**src/hw/rtl/optical_flow_frame_parser_macros.svh**
```systemverilog
// Assertion macros for the optical flow frame parser.
// Used by the top level only; expects clk_i and rst_ni in scope.
`ifndef OPTICAL_FLOW_FRAME_PARSER_MACROS_SVH
`define OPTICAL_FLOW_FRAME_PARSER_MACROS_SVH

// Property that must hold on every clock edge outside reset.
`define OFP_ASSERT(lbl, prop, msg) \
  lbl: assert property (@(posedge clk_i) disable iff (!rst_ni) (prop)) else $error(msg);

// Antecedent on one edge implies consequent on the next edge.
`define OFP_ASSERT_NEXT(lbl, ante, cons, msg) \
  lbl: assert property (@(posedge clk_i) disable iff (!rst_ni) (ante) |=> (cons)) \
    else $error(msg);

`endif

```
**src/hw/rtl/ofp_pkg.sv**
```systemverilog
// Shared types and constants for the optical flow frame parser.
// No dependencies.
package ofp_pkg;

  localparam logic [7:0] HdrByte    = 8'hFE;
  localparam logic [7:0] LenByte    = 8'h0A;
  localparam logic [7:0] TailByte   = 8'h55;
  localparam int unsigned PayloadLen = 10;
  localparam int unsigned PhaseW     = 4;
  localparam int unsigned IdxW       = $clog2(PayloadLen);

  localparam logic [PhaseW-1:0] PhHeader   = 4'd0;
  localparam logic [PhaseW-1:0] PhLength   = 4'd1;
  localparam logic [PhaseW-1:0] PhPayload0 = 4'd2;
  localparam logic [PhaseW-1:0] PhCheck    = 4'd12;
  localparam logic [PhaseW-1:0] PhTail     = 4'd13;

  // Packed so that flow_x sits in the lowest bits.
  typedef struct packed {
    logic [7:0]         version_byte;
    logic [7:0]         valid_byte;
    logic [15:0]        gnd_range;
    logic [15:0]        integration_time;
    logic signed [15:0] flow_y;
    logic signed [15:0] flow_x;
  } frame_data_t;

  localparam int unsigned DataW = $bits(frame_data_t);

  typedef struct packed {
    logic        frame_done;
    frame_data_t data;
  } result_t;

endpackage

```
**src/hw/rtl/ofp_core.sv**
```systemverilog
// Frame tracking state, payload store and checksum of the frame parser.
// Depends on ofp_pkg.
module ofp_core (
  input  logic                          clk_i,
  input  logic                          rst_ni,
  input  logic                          en_i,
  input  logic [7:0]                    rx_byte_i,
  output ofp_pkg::result_t              res_o,
  output logic [ofp_pkg::PhaseW-1:0]    phase_o
);

  logic [ofp_pkg::PhaseW-1:0] phase_q, phase_d;
  logic [7:0]                 xor_q, xor_d;
  logic [7:0]                 store_q [ofp_pkg::PayloadLen];
  logic                       store_we;
  logic [ofp_pkg::PhaseW-1:0] idx_full;
  logic [ofp_pkg::IdxW-1:0]   store_idx;
  logic                       done;

  assign idx_full  = phase_q - ofp_pkg::PhPayload0;
  assign store_idx = idx_full[ofp_pkg::IdxW-1:0];

  always_comb begin
    phase_d  = phase_q;
    xor_d    = xor_q;
    store_we = 1'b0;
    done     = 1'b0;
    priority if (phase_q == ofp_pkg::PhHeader && rx_byte_i == ofp_pkg::HdrByte) begin
      phase_d = ofp_pkg::PhLength;
    end else if (phase_q == ofp_pkg::PhLength && rx_byte_i == ofp_pkg::LenByte) begin
      phase_d = ofp_pkg::PhPayload0;
      xor_d   = '0;
    end else if (phase_q >= ofp_pkg::PhPayload0 && phase_q < ofp_pkg::PhCheck) begin
      phase_d  = phase_q + 1'b1;
      xor_d    = xor_q ^ rx_byte_i;
      store_we = 1'b1;
    end else if (phase_q == ofp_pkg::PhCheck) begin
      phase_d = (xor_q == rx_byte_i) ? ofp_pkg::PhTail : ofp_pkg::PhHeader;
    end else if (phase_q == ofp_pkg::PhTail) begin
      phase_d = ofp_pkg::PhHeader;
      done    = (rx_byte_i == ofp_pkg::TailByte);
    end else begin
      phase_d = ofp_pkg::PhHeader;
    end
  end

  always_ff @(posedge clk_i or negedge rst_ni) begin
    if (!rst_ni) begin
      phase_q <= ofp_pkg::PhHeader;
      xor_q   <= '0;
    end else if (en_i) begin
      phase_q <= phase_d;
      xor_q   <= xor_d;
    end
  end

  always_ff @(posedge clk_i) begin
    if (en_i && store_we) begin
      store_q[store_idx] <= rx_byte_i;
    end
  end

  always_comb begin
    res_o            = '0;
    res_o.frame_done = done;
    if (done) begin
      res_o.data.flow_x           = {store_q[1], store_q[0]};
      res_o.data.flow_y           = {store_q[3], store_q[2]};
      res_o.data.integration_time = {store_q[5], store_q[4]};
      res_o.data.gnd_range        = {store_q[7], store_q[6]};
      res_o.data.valid_byte       = store_q[8];
      res_o.data.version_byte     = store_q[9];
    end
  end

  assign phase_o = phase_q;

endmodule

```
**src/hw/rtl/optical_flow_frame_parser.sv**
```systemverilog
// Top level of the optical flow frame parser: stream ports and result register.
// Depends on ofp_pkg, ofp_core and optical_flow_frame_parser_macros.svh.
//
// Takes one received serial byte per beat and returns one result beat per
// input beat, in order. A beat is accepted every cycle while the result
// register is empty or being drained; the registered result appears in the
// cycle after acceptance. tuser is high on the beat whose byte completed a good
// 14-byte frame (0xFE, 0x0A, ten payload bytes, XOR checksum, 0x55); then
// tdata carries the decoded payload, otherwise tdata is zero.
`include "optical_flow_frame_parser_macros.svh"

module optical_flow_frame_parser (
  input  logic                       clk_i,
  input  logic                       rst_ni,
  input  logic                       s_axis_tvalid,
  output logic                       s_axis_tready,
  input  logic [7:0]                 s_axis_tdata,  // [7:0] rx_byte
  output logic                       m_axis_tvalid,
  input  logic                       m_axis_tready,
  // [15:0] flow_x, [31:16] flow_y, [47:32] integration_time,
  // [63:48] gnd_range, [71:64] valid_byte, [79:72] version_byte
  output logic [ofp_pkg::DataW-1:0]  m_axis_tdata,
  output logic                       m_axis_tuser   // [0] frame_done
);

  logic                       in_beat;
  ofp_pkg::result_t           res;
  logic [ofp_pkg::PhaseW-1:0] phase;
  logic                       out_valid_q;
  ofp_pkg::result_t           out_q;
  logic                       good_tail;
  logic                       done_beat;
  logic                       idle_beat;

  assign s_axis_tready = !out_valid_q || m_axis_tready;
  assign in_beat       = s_axis_tvalid && s_axis_tready;

  ofp_core u_core (
    .clk_i     (clk_i),
    .rst_ni    (rst_ni),
    .en_i      (in_beat),
    .rx_byte_i (s_axis_tdata),
    .res_o     (res),
    .phase_o   (phase)
  );

  always_ff @(posedge clk_i or negedge rst_ni) begin
    if (!rst_ni) begin
      out_valid_q <= 1'b0;
    end else if (in_beat) begin
      out_valid_q <= 1'b1;
    end else if (m_axis_tready) begin
      out_valid_q <= 1'b0;
    end
  end

  always_ff @(posedge clk_i) begin
    if (in_beat) begin
      out_q <= res;
    end
  end

  assign m_axis_tvalid = out_valid_q;
  assign m_axis_tdata  = out_q.data;
  assign m_axis_tuser  = out_q.frame_done;

  assign good_tail = in_beat && phase == ofp_pkg::PhTail &&
                     s_axis_tdata == ofp_pkg::TailByte;
  assign done_beat = m_axis_tvalid && m_axis_tuser;
  assign idle_beat = m_axis_tvalid && !m_axis_tuser;

  `OFP_ASSERT(a_phase_range, phase <= ofp_pkg::PhTail, "frame phase out of range")
  `OFP_ASSERT(a_zero_when_not_done, !idle_beat || m_axis_tdata == '0, "tdata set without done")
  `OFP_ASSERT_NEXT(a_good_tail, good_tail, done_beat && phase == ofp_pkg::PhHeader, "tail lost")
  `OFP_ASSERT_NEXT(a_done_from_tail, in_beat && phase != ofp_pkg::PhTail, !m_axis_tuser, "done early")

endmodule

```
**config.mk**
```make
export PLATFORM = sky130hd
export DESIGN_NAME = optical_flow_frame_parser
export DESIGN_NICKNAME = d
export VERILOG_FILES = /design/src/hw/rtl/ofp_pkg.sv /design/src/hw/rtl/ofp_core.sv /design/src/hw/rtl/optical_flow_frame_parser.sv
export VERILOG_INCLUDE_DIRS = /design/src /design/src/hw/rtl
export SDC_FILE = /design/constraint.sdc
export NUM_CORES = 1
export LEC_CHECK = 0
export ABC_CLOCK_PERIOD_IN_PS = 5350
export BUFFER_PORTS_ARGS = -buffer_cell sky130_fd_sc_hd__buf_2
export CAP_MARGIN = 20
export CORE_ASPECT_RATIO = 1.5
export CORE_UTILIZATION = 40
export DETAILED_ROUTE_END_ITERATION = 16
export GPL_TIMING_DRIVEN = 1
export PLACE_DENSITY = 0.56
export SETUP_SLACK_MARGIN = 0.15
export SYNTH_ARGS = -nofsm -noshare
export SYNTH_HDL_FRONTEND = slang
export SYNTH_SLANG_ARGS = --single-unit
```
**constraint.sdc**
```tcl
create_clock -name clk_i -period 5.35 [get_ports clk_i]
set_clock_uncertainty 0.2 [all_clocks]
set_input_delay 0 -clock clk_i [delete_from_list [all_inputs] [get_ports clk_i]]
set_output_delay 0 -clock clk_i [all_outputs]
set_load 0.005 [all_outputs]
```
==> metrics.cfg, run 1 <==
[outcome]
run_status=completed

[min_path]
hold_end=s_axis_tready
min_path_cells=3
hold_class=in -> out
min-delay-start=m_axis_tready

[synthesis]
ys.flop_type=edfxtp_1
syn_nets=385
yosysTopAreaCellShare=0.7436
synth_edf_count=161
avgSynthCellArea_um2=17.76
synthTopCellsByArea=edfxtp_1, and2_1, dfrtp_1
netlist-cell-type-count=44
synth.cell_area_um2=6501
syn_inst=366
synth-warning-count=0
ys_seq_area_frac=0.7937
synth_area_leader_cell=edfxtp_1
ys_ff_latch=174
synthArstFlopShare=0.07471

[routing]
dr.pass1.iters=5
detail_route.wl_per_cell_um=17.63
vias_per_cell=4.882
drcViolationCount=0
drt-total-wl_mm=12.29
num_vias=3403
drtAntennaViolNets=0
first_iter_violations=203

[sta]
maxSlewHeadroom=0.3805
finalSetupViolCount=0
tightest_slew_ns=0.9292
timing.fmax_ghz=0.3307
timing.final.crit_share=0.5653
period_needed_ns=3.024
slew_violations=0
finalWorstSetupSlack_ns=2.326
grt_setup_unrepaired=no
holdWs_ns=0.1191
setup_tns_ns=0
hold_violations=0

[final_layout]
diodes=0
drive_gt1_frac=0.2672
fill_cells=1361
final_nets=500
fin_util=0.4991
final_area_um2=7869
area_delta_synth_final_pct=21.04

[clocking]
cts_setup_buffers=0
cts-root-buf=clkbuf_16
clockBufferDepth=2
cts_inserted_buffers=17
path_clk_slew_ns=0.06
cts_tree=built
htreeDepth=4
cts_sinks=174
clkLatencyLatePin_ns=0.41
holdBufCountCts=12
cts-resized-gates=0

[placement]
port_buffers=94
place_area_um2=7181
place_ws_ns=2.321
dp_hpwl_mm=7.922
gp_congestion=0.7676

[floorplan]
die-area_um2=16780
io_pins=95
row_count=56
chipWidth_um=106.1
initial_core_util=0.4124
core_um2=15770
die-height_um=158.1

[critical_path]
setup.worst_path.class=reg -> reg
worst-r2r-setup-slack_ns=2.33
worstReg2RegStart=u_core.phase_o[1]
crit_fanout=18
rr_endpoint=u_core.store_q[8][0]
worst_ep_arrival_time_ns=2.95
r2r_cells=7
crit_required_ns=5.27
worstSetupEndpointType=register
start_kind=register

[global_route]
track_usage=0.1551
grt-ovfl-total=0
grt_pass1_wl_mm=18.87
first_global_vias=3504
antenna_found_initial=0
grt_max_degree=82

[job]
drv_cap=0

[pwr]
power_density_nw_per_um2=394.2
power.leakage_nw=2.937
vdd_drop_max_v=0.0002087

per-layer routing:
metal / track usage / vias to the layer above / wire, um / part of all wire
met4: 0.06812 / 0 / 267 / 0.022
met2: 0.2851 / 93 / 6700 / 0.55
li1: - / 1599 / - / -
met5: 0 / - / 0 / 0
met3: 0.03623 / 16 / 457 / 0.037
met1: 0.1697 / 1695 / 4862 / 0.40
metrics by stage:
| stage | total power (W) | std cells |
|---|---|---|
| after global routing | 0.003215 | 697 |
| after floorplan | 0.001869 | 366 |
| after detailed placement | 0.001989 | 652 |
| after global placement | 0.001984 | 652 |
| after CTS | 0.003125 | 696 |
| final | 0.003102 | 697 |
cell type report:
type                            count  area, um2  area share
Clock inverter                     14      118.9     0.01511
Tap cell                          203      254.0     0.03228
Multi-Input combinational cell    176       1272      0.1617
Sequential cell                   174       5160      0.6557
Inverter                            4      16.27    0.002067
Timing Repair Buffer              108      618.1     0.07855
Clock buffer                       18      429.2     0.05454
cell families (layout without fill, tap and decap cells):
group           after synthesis  in the layout  synth area share
simple gates                140            140            0.1413
flops                       174            174            0.7937
compound gates               22             22           0.03156
xor+xnor                      7              7          0.009431
fa+ha+maj                     7              7           0.01347
buf+inv                      16            144           0.01058
flip-flops by register name, summed over array words and instances (netlist names):
name            flops
m_axis_tdata       80
m_axis_tvalid       1
u_core.store_q     80
m_axis_tuser        1
u_core.phase_o      4
u_core.xor_q        8
critical path: stages (launching register included):
cell and delay (ns):
dfrtp_1 0.48, inv_1 0.16, ha_1 0.19, or3b_1 0.37, or4_4 0.46, a21oi_4 0.34
nor3_4 0.17, and4b_1 0.37
placed cells by master, fill, tap and decap left out, types with 5 or more instances in the layout:
cell	count
and4b_1	6
edfxtp_1	161
and2_1	80
clkbuf_16	17
dfrtp_1	13
nand3b_1	5
xor2_1	6
buf_2	94
ha_1	7
nor2b_1	11
dlygate4sd3_1	12
nand2_1	5
a221o_1	8
nor3_1	7
Yosys cell counts, types with 2 or more instances:
library cell	instances
edfxtp_1	161
and2_1	80
dfrtp_1	13
nor2b_1	11
clkbuf_1	9
a221o_1	8
ha_1	7
nor3_1	7
and4b_1	6
xor2_1	6
nand2_1	5
nand3b_1	5
and4_1	4
nor4b_1	4
inv_1	3
nand2b_1	3
nor2_1	3
a31oi_1	2
and3_1	2
nor4_1	2
o2bb2ai_1	2
power breakdown:
group | switching (W) | internal (W) | leakage, nW | total, W
Clock | 0.000498 | 0.000639 | 0.263 | 0.00114
Combinational | 0.000206 | 0.000155 | 0.987 | 0.000361
Sequential | 0.0000516 | 0.00155 | 1.69 | 0.00160
Total | 0.000756 | 0.00235 | 2.94 | 0.00310
worst max-delay path by stage:
stage / startpoint / end / slack [ns] / cells after the start
6_report: u_core.phase_o[1] / u_core.store_q[8][0] / 2.33 / 7
5_1_grt: u_core.phase_o[1] / u_core.store_q[4][1] / 2.17 / 7
4_1_cts: u_core.phase_o[1] / u_core.store_q[4][1] / 2.32 / 7
3_5_place_dp: u_core.phase_o[1] / u_core.store_q[4][3] / 2.32 / 7
3_3_place_gp: u_core.phase_o[1] / u_core.store_q[2][6] / 2.42 / 7
2_1_floorplan: m_axis_tvalid / u_core.xor_q[0] / 2.55 / 7
No activity file was read; power rests on OpenSTA's default activity.
==> run 2, diff against run 1 <==
--- a/config.mk
+++ b/config.mk
@@ -6,14 +6,14 @@
 export SDC_FILE = /design/constraint.sdc
 export NUM_CORES = 1
 export LEC_CHECK = 0
-export ABC_CLOCK_PERIOD_IN_PS = 5350
+export ABC_CLOCK_PERIOD_IN_PS = 2700
 export BUFFER_PORTS_ARGS = -buffer_cell sky130_fd_sc_hd__buf_2
 export CAP_MARGIN = 20
 export CORE_ASPECT_RATIO = 1.5
 export CORE_UTILIZATION = 40
 export DETAILED_ROUTE_END_ITERATION = 16
 export GPL_TIMING_DRIVEN = 1
-export PLACE_DENSITY = 0.56
+export PLACE_DENSITY = 0.59
 export SETUP_SLACK_MARGIN = 0.15
 export SYNTH_ARGS = -nofsm -noshare
 export SYNTH_HDL_FRONTEND = slang
==> constraint.sdc (replaced) <==
create_clock -name clk_i -period 2.7 [get_ports clk_i]
set_clock_uncertainty 0.2 [all_clocks]
set_input_delay 0 -clock clk_i [delete_from_list [all_inputs] [get_ports clk_i]]
set_output_delay 0 -clock clk_i [all_outputs]
set_load 0.005 [all_outputs]
==> run 2 against run 1 <==
Count of clock-buffer cells in the layout shrank 1. Die area unchanged. Global-route usage grew 0.84 points. Largest cell class unchanged. Critical path depth is 1 higher.
==> metrics.cfg, run 2 (synthesis results as in run 1) <==
[final_layout]
area_delta_synth_final_pct=23.98
layout_common_cells=edfxtp_1, buf_2, and2_1
instances_no_fill=715  ; +2.6%
final_common_cell=edfxtp_1
drive_gt1_frac=0.3203  ; +0.05311
diodes=0  ; unchanged
fin_util=0.5113  ; +0.01214
final_nets=518  ; +3.6%

[global_route]
grt_pass1_wl_mm=20.13  ; +6.7%
first_global_vias=3697  ; +5.5%
grt_max_degree=86  ; +4.9%
track_usage=0.1635  ; +0.008411
grt-ovfl-total=0  ; unchanged
antenna_found_initial=0  ; unchanged

[clocking]
cts_inserted_buffers=17  ; unchanged
cts_sinks=174  ; unchanged
cts-root-buf=clkbuf_16
cts_tree=built
path_clk_slew_ns=0.07  ; about the same
clkLatencyLatePin_ns=0.41  ; about the same
clockBufferDepth=2  ; unchanged
htreeDepth=4  ; unchanged

[floorplan]
core_um2=15770  ; unchanged
row_count=56  ; unchanged
io_pins=95  ; unchanged
chipWidth_um=106.1  ; unchanged
initial_core_util=0.4124  ; unchanged
die-height_um=158.1  ; unchanged
die-area_um2=16780  ; unchanged

[critical_path]
worstSetupEndpointType=register
worst_ep_arrival_time_ns=2.65  ; -0.30 ns
path_cells=inv_4 > ha_4 > or3b_1 > or4_4 > a21oi_4 > nor3_4 > buf_6 > a221o_1
crit_required_ns=2.79  ; -2.48 ns
cpMaxStageDelayCell=or4_4
worstReg2RegStart=u_core.phase_o[1]
worst-r2r-setup-slack_ns=0.14  ; -2.19 ns
r2r_cells=8  ; +1
start_kind=register
crit_buf_inv=2  ; +1
cpPeakStageDelay_ns=0.45  ; -0.03 ns
cp_top_family=simple AND/OR/NAND/NOR gates
rr_endpoint=u_core.xor_q[3]
cp-startpoint=u_core.phase_o[1]
setup.worst_path.class=reg -> reg
crit_fanout=8  ; -10

[placement]
port_buffers=94  ; unchanged
gp_congestion=0.7791  ; +1.5%
dp_hpwl_mm=8.410  ; +6.2%
dp.cells=666  ; +2.1%

[sta]
finalSetupViolCount=0  ; unchanged
hold_violations=0  ; unchanged
grt_setup_unrepaired=yes
holdWs_ns=0.1083  ; -0.01081 ns
maxSlewHeadroom=0.5459  ; +0.1654
timing.fmax_ghz=0.3902  ; +18%
period_needed_ns=2.563  ; -0.4615 ns
timing.final.crit_share=0.9492  ; +0.3839
setup_tns_ns=0  ; unchanged
tightest_slew_ns=0.6789  ; -0.2504 ns
slew_violations=0  ; unchanged

[pwr]
power.leakage_nw=3.018  ; +2.8%
vdd_drop_max_v=0.0004075  ; +95%
design_power_total_w=0.006345  ; +100%
power_density_nw_per_um2=787.2  ; +100%

[routing]
first_iter_violations=233  ; +15%
detail_route.wl_per_cell_um=18.02  ; +2.2%
drt-total-wl_mm=12.88  ; +4.9%
drcViolationCount=0  ; unchanged
num_vias=3560  ; +4.6%
vias_per_cell=4.979  ; +2.0%
drtAntennaViolNets=0  ; unchanged
dr.pass1.iters=4  ; -1

[job]
drv_cap=0  ; unchanged

[outcome]
run_status=completed

[min_path]
min_path_cells=3  ; unchanged
hold_end=s_axis_tready
min-delay-start=m_axis_tready
hold_class=in -> out

## run 2: cell types whose count changed in the layout (fill, tap and decap cells not counted), sizes merged
cell / previous run / this run
buf: 96 / 113
clkbuf: 18 / 17
clkinv: 10 / 8
clkinvlp: 2 / 3
inv: 5 / 7
nor3: 8 / 9
## run 2: what timing repair did
item,in CTS,in global routing
hold buffers,12,0
resized for setup,5,0
cloned,1,0
buffers inserted,4,0
hold endpoints to repair,98,0
endpoints found under the setup margin,88,80
pin swaps,3,0
## run 2: stage by stage
step	setup slack, ns	instance area (um2)
floorplan	0.004885	6530
global placement	0.07854	7338
detailed placement	0.03493	7338
CTS	0.1509	8060
global route	0.06787	8060
finish	0.1373	8060
## run 2: metal layers
| layer | GRT usage | part of all wire | vias up |
|---|---|---|---|
| li1 | - | - | 1637 |
| met5 | 0 | 0 | - |
| met2 | 0.2919 | 0.53 | 120 |
| met3 | 0.03541 | 0.043 | 23 |
| met4 | 0.06481 | 0.021 | 0 |
| met1 | 0.1914 | 0.40 | 1780 |
## run 2: worst max path at each step
stage          cells after the start  slack [ns]              endpoint
6_report                           8        0.14       u_core.xor_q[3]
3_5_place_dp                       6        0.03  u_core.store_q[5][6]
5_1_grt                            8        0.07       u_core.xor_q[1]
2_1_floorplan                      8       0.005  u_core.store_q[4][0]
3_3_place_gp                       6        0.08  u_core.store_q[5][5]
4_1_cts                            7        0.15  u_core.store_q[3][1]
## run 2: worst min-delay path, stage by stage
cell	delay [ns]
buf_2	0.07
nand2b_1	0.12
buf_2	0.12
## run 2: layout make-up
type	count	area, um2
multi-input cells	177	1315
inverters	4	20.02
flip-flops and latches	174	5162
fillers	1352	7705
well taps	203	254.0
clock inverters	15	121.4
clock buffers	17	425.4
repair buffers	125	762.0
## run 2: report_power, final
group	switching (W)	internal (W)	leakage, nW	total, W
clock network	0.000978	0.00126	0.260	0.00224
logic	0.000511	0.000417	1.07	0.000928
registers	0.000101	0.00308	1.68	0.00318
==> run 3, diff against run 2 <==
--- a/config.mk
+++ b/config.mk
@@ -14,7 +14,6 @@
 export DETAILED_ROUTE_END_ITERATION = 16
 export GPL_TIMING_DRIVEN = 1
 export PLACE_DENSITY = 0.59
-export SETUP_SLACK_MARGIN = 0.15
 export SYNTH_ARGS = -nofsm -noshare
 export SYNTH_HDL_FRONTEND = slang
 export SYNTH_SLANG_ARGS = --single-unit
==> run 3 against run 2 <==
Worst hold slack improved by 0.025 ns. Sequential power about the same. Utilization decreased by 0.095 points. Total power decreased by 1.2%. Sequential share of layout area increased by 0.10 points. Count of clock-buffer cells in the layout increased by 1. Die area unchanged. Combinational power decreased by 5.4%. Sequential cell count unchanged. Critical endpoint is now u_core.xor_q[5]. Largest power group unchanged. Highest routed layer unchanged.
==> metrics.cfg, run 3 (synthesis results as in run 1) <==
[routing]
drcViolationCount=0  ; unchanged
drt-total-wl_mm=13.23  ; +2.6%
detail_route.wl_per_cell_um=18.47  ; +2.5%
drtAntennaViolNets=0  ; unchanged
vias_per_cell=4.870  ; -2.2%
num_vias=3487  ; -2.1%
dr.pass1.iters=4  ; unchanged
first_iter_violations=161  ; -31%

[critical_path]
worstSetupEndpointType=register
start_kind=register
cpPeakStageDelay_ns=0.45  ; about the same
path_cells=inv_2 > ha_4 > or3b_1 > or4_4 > a21oi_4 > nor3_4 > buf_4 > a221o_1
cpMaxStageDelayCell=or4_4
crit_required_ns=2.80  ; about the same
setup.worst_path.class=reg -> reg
worst_ep_arrival_time_ns=2.72  ; +0.07 ns
crit_fanout=12  ; +4

[final_layout]
fin_util=0.5103  ; -0.0009530
final_nets=520  ; +0.39%
layout_common_cells=edfxtp_1, buf_2, and2_1
area_delta_synth_final_pct=23.75
final_common_cell=edfxtp_1
diodes=0  ; unchanged
drive_gt1_frac=0.3158  ; -0.004523
fill_cells=1330  ; -1.6%

[outcome]
run_status=completed

[sta]
tightest_slew_ns=0.6681  ; -0.01079 ns
slew_violations=0  ; unchanged
timing.final.crit_share=0.9717  ; +0.02253
timing.fmax_ghz=0.3812  ; -2.3%
hold_violations=0  ; unchanged
maxSlewHeadroom=0.5531  ; +0.007215
finalSetupViolCount=0  ; unchanged
holdWs_ns=0.1330  ; +0.02475 ns
period_needed_ns=2.624  ; +0.06083 ns
grt_setup_unrepaired=no

[global_route]
grt_pass1_wl_mm=19.87  ; -1.3%
first_global_vias=3545  ; -4.1%
antenna_found_initial=0  ; unchanged
grt_max_degree=52  ; -40%
track_usage=0.1654  ; +0.001821
grt-ovfl-total=0  ; unchanged

[floorplan]
core_um2=15770  ; unchanged
die-area_um2=16780  ; unchanged
die-height_um=158.1  ; unchanged
initial_core_util=0.4124  ; unchanged
row_count=56  ; unchanged
chipWidth_um=106.1  ; unchanged
io_pins=95  ; unchanged

[clocking]
cts_inserted_buffers=17  ; unchanged
htreeDepth=4  ; unchanged
cts_tree=built
clockBufferDepth=2  ; unchanged
path_clk_slew_ns=0.07  ; about the same
clkLatencyLatePin_ns=0.42  ; about the same
cts_sinks=174  ; unchanged
cts-root-buf=clkbuf_16

[placement]
port_buffers=94  ; unchanged
dp_hpwl_mm=9.046  ; +7.6%
gp_congestion=0.7984  ; +2.5%

[pwr]
vdd_drop_max_v=0.0004106  ; +0.76%
power_density_nw_per_um2=779.0  ; -1.0%
power.leakage_nw=3.026  ; +0.26%

[min_path]
hold_class=in -> out

[job]
drv_cap=0  ; unchanged

-- run 3: stage by stage --
step	setup WS, ns	instances	TNS (ns)	instance area [um2]	total power, W
6_report	0.07646	716	0	8045	0.006267
3_5_place_dp	-0.006995	672	-0.05411	7377	0.004087
4_1_cts	0.04729	716	0	8044	0.006315
3_3_place_gp	0.08181	672	0	7377	0.004075
2_1_floorplan	0.004745	366	0	6524	0.003717
5_1_grt	0.004582	716	0	8045	0.006492
-- run 3: power breakdown --
group | internal, W | total (W) | switching [W] | leakage [nW]
Sequential | 0.00307 | 0.00316 | 0.0000909 | 1.68
Clock | 0.00119 | 0.00223 | 0.00103 | 0.254
Combinational | 0.000390 | 0.000878 | 0.000488 | 1.09
Total | 0.00466 | 0.00627 | 0.00161 | 3.03
-- run 3: repair_timing --
| action | CTS | global route |
|---|---|---|
| setup buffers | 1 | 0 |
| hold buffers | 12 | 0 |
| resized for setup | 0 | 1 |
| pin swaps | 1 | 1 |
| endpoints found under the hold margin | 97 | 0 |
| cloned | 0 | 0 |
| setup endpoints to repair | 8 | 27 |
-- run 3: final timing paths --
kind	start	endpoint	slack, ns	cells after the start
hold reg to reg	u_core.store_q[2][1]	m_axis_tdata[17]	0.32	1
max in group asynchronous	rst_ni	u_core.phase_o[1]	1.35	3
setup reg to reg	u_core.phase_o[1]	u_core.xor_q[5]	0.08	8
setup / recovery	u_core.phase_o[1]	u_core.xor_q[5]	0.08	8
hold / removal	m_axis_tready	s_axis_tready	0.13	3
min in group asynchronous	rst_ni	u_core.xor_q[3]	0.48	3
-- run 3: cell type report --
type / count / area (um2) / share of cell area
Sequential cell: 174 / 5161 / 0.6415
Clock inverter: 13 / 110.1 / 0.01369
Tap cell: 203 / 254.0 / 0.03157
Timing Repair Buffer: 128 / 780.7 / 0.09705
Clock buffer: 18 / 429.2 / 0.05334
Multi-Input combinational cell: 176 / 1292 / 0.1607
Inverter: 4 / 17.52 / 0.002177
-- run 3: critical path: cells and delay by family (launching register included) --
kind | cells | cell delay [ns]
fa+ha+maj | 1 | 0.15
compound gates | 2 | 0.50
buf+inv | 2 | 0.30
flops | 1 | 0.43
simple gates | 3 | 0.93
-- run 3: per-layer routing --
metal  up-vias  part of all wire  wire [um]  GRT usage
met5         -                 0          0          0
met4         0             0.021        278    0.06812
met3        18             0.044        580    0.03376
met2        96              0.56       7366     0.3109
met1      1725              0.38       5000     0.1798
li1       1648                 -          -          -
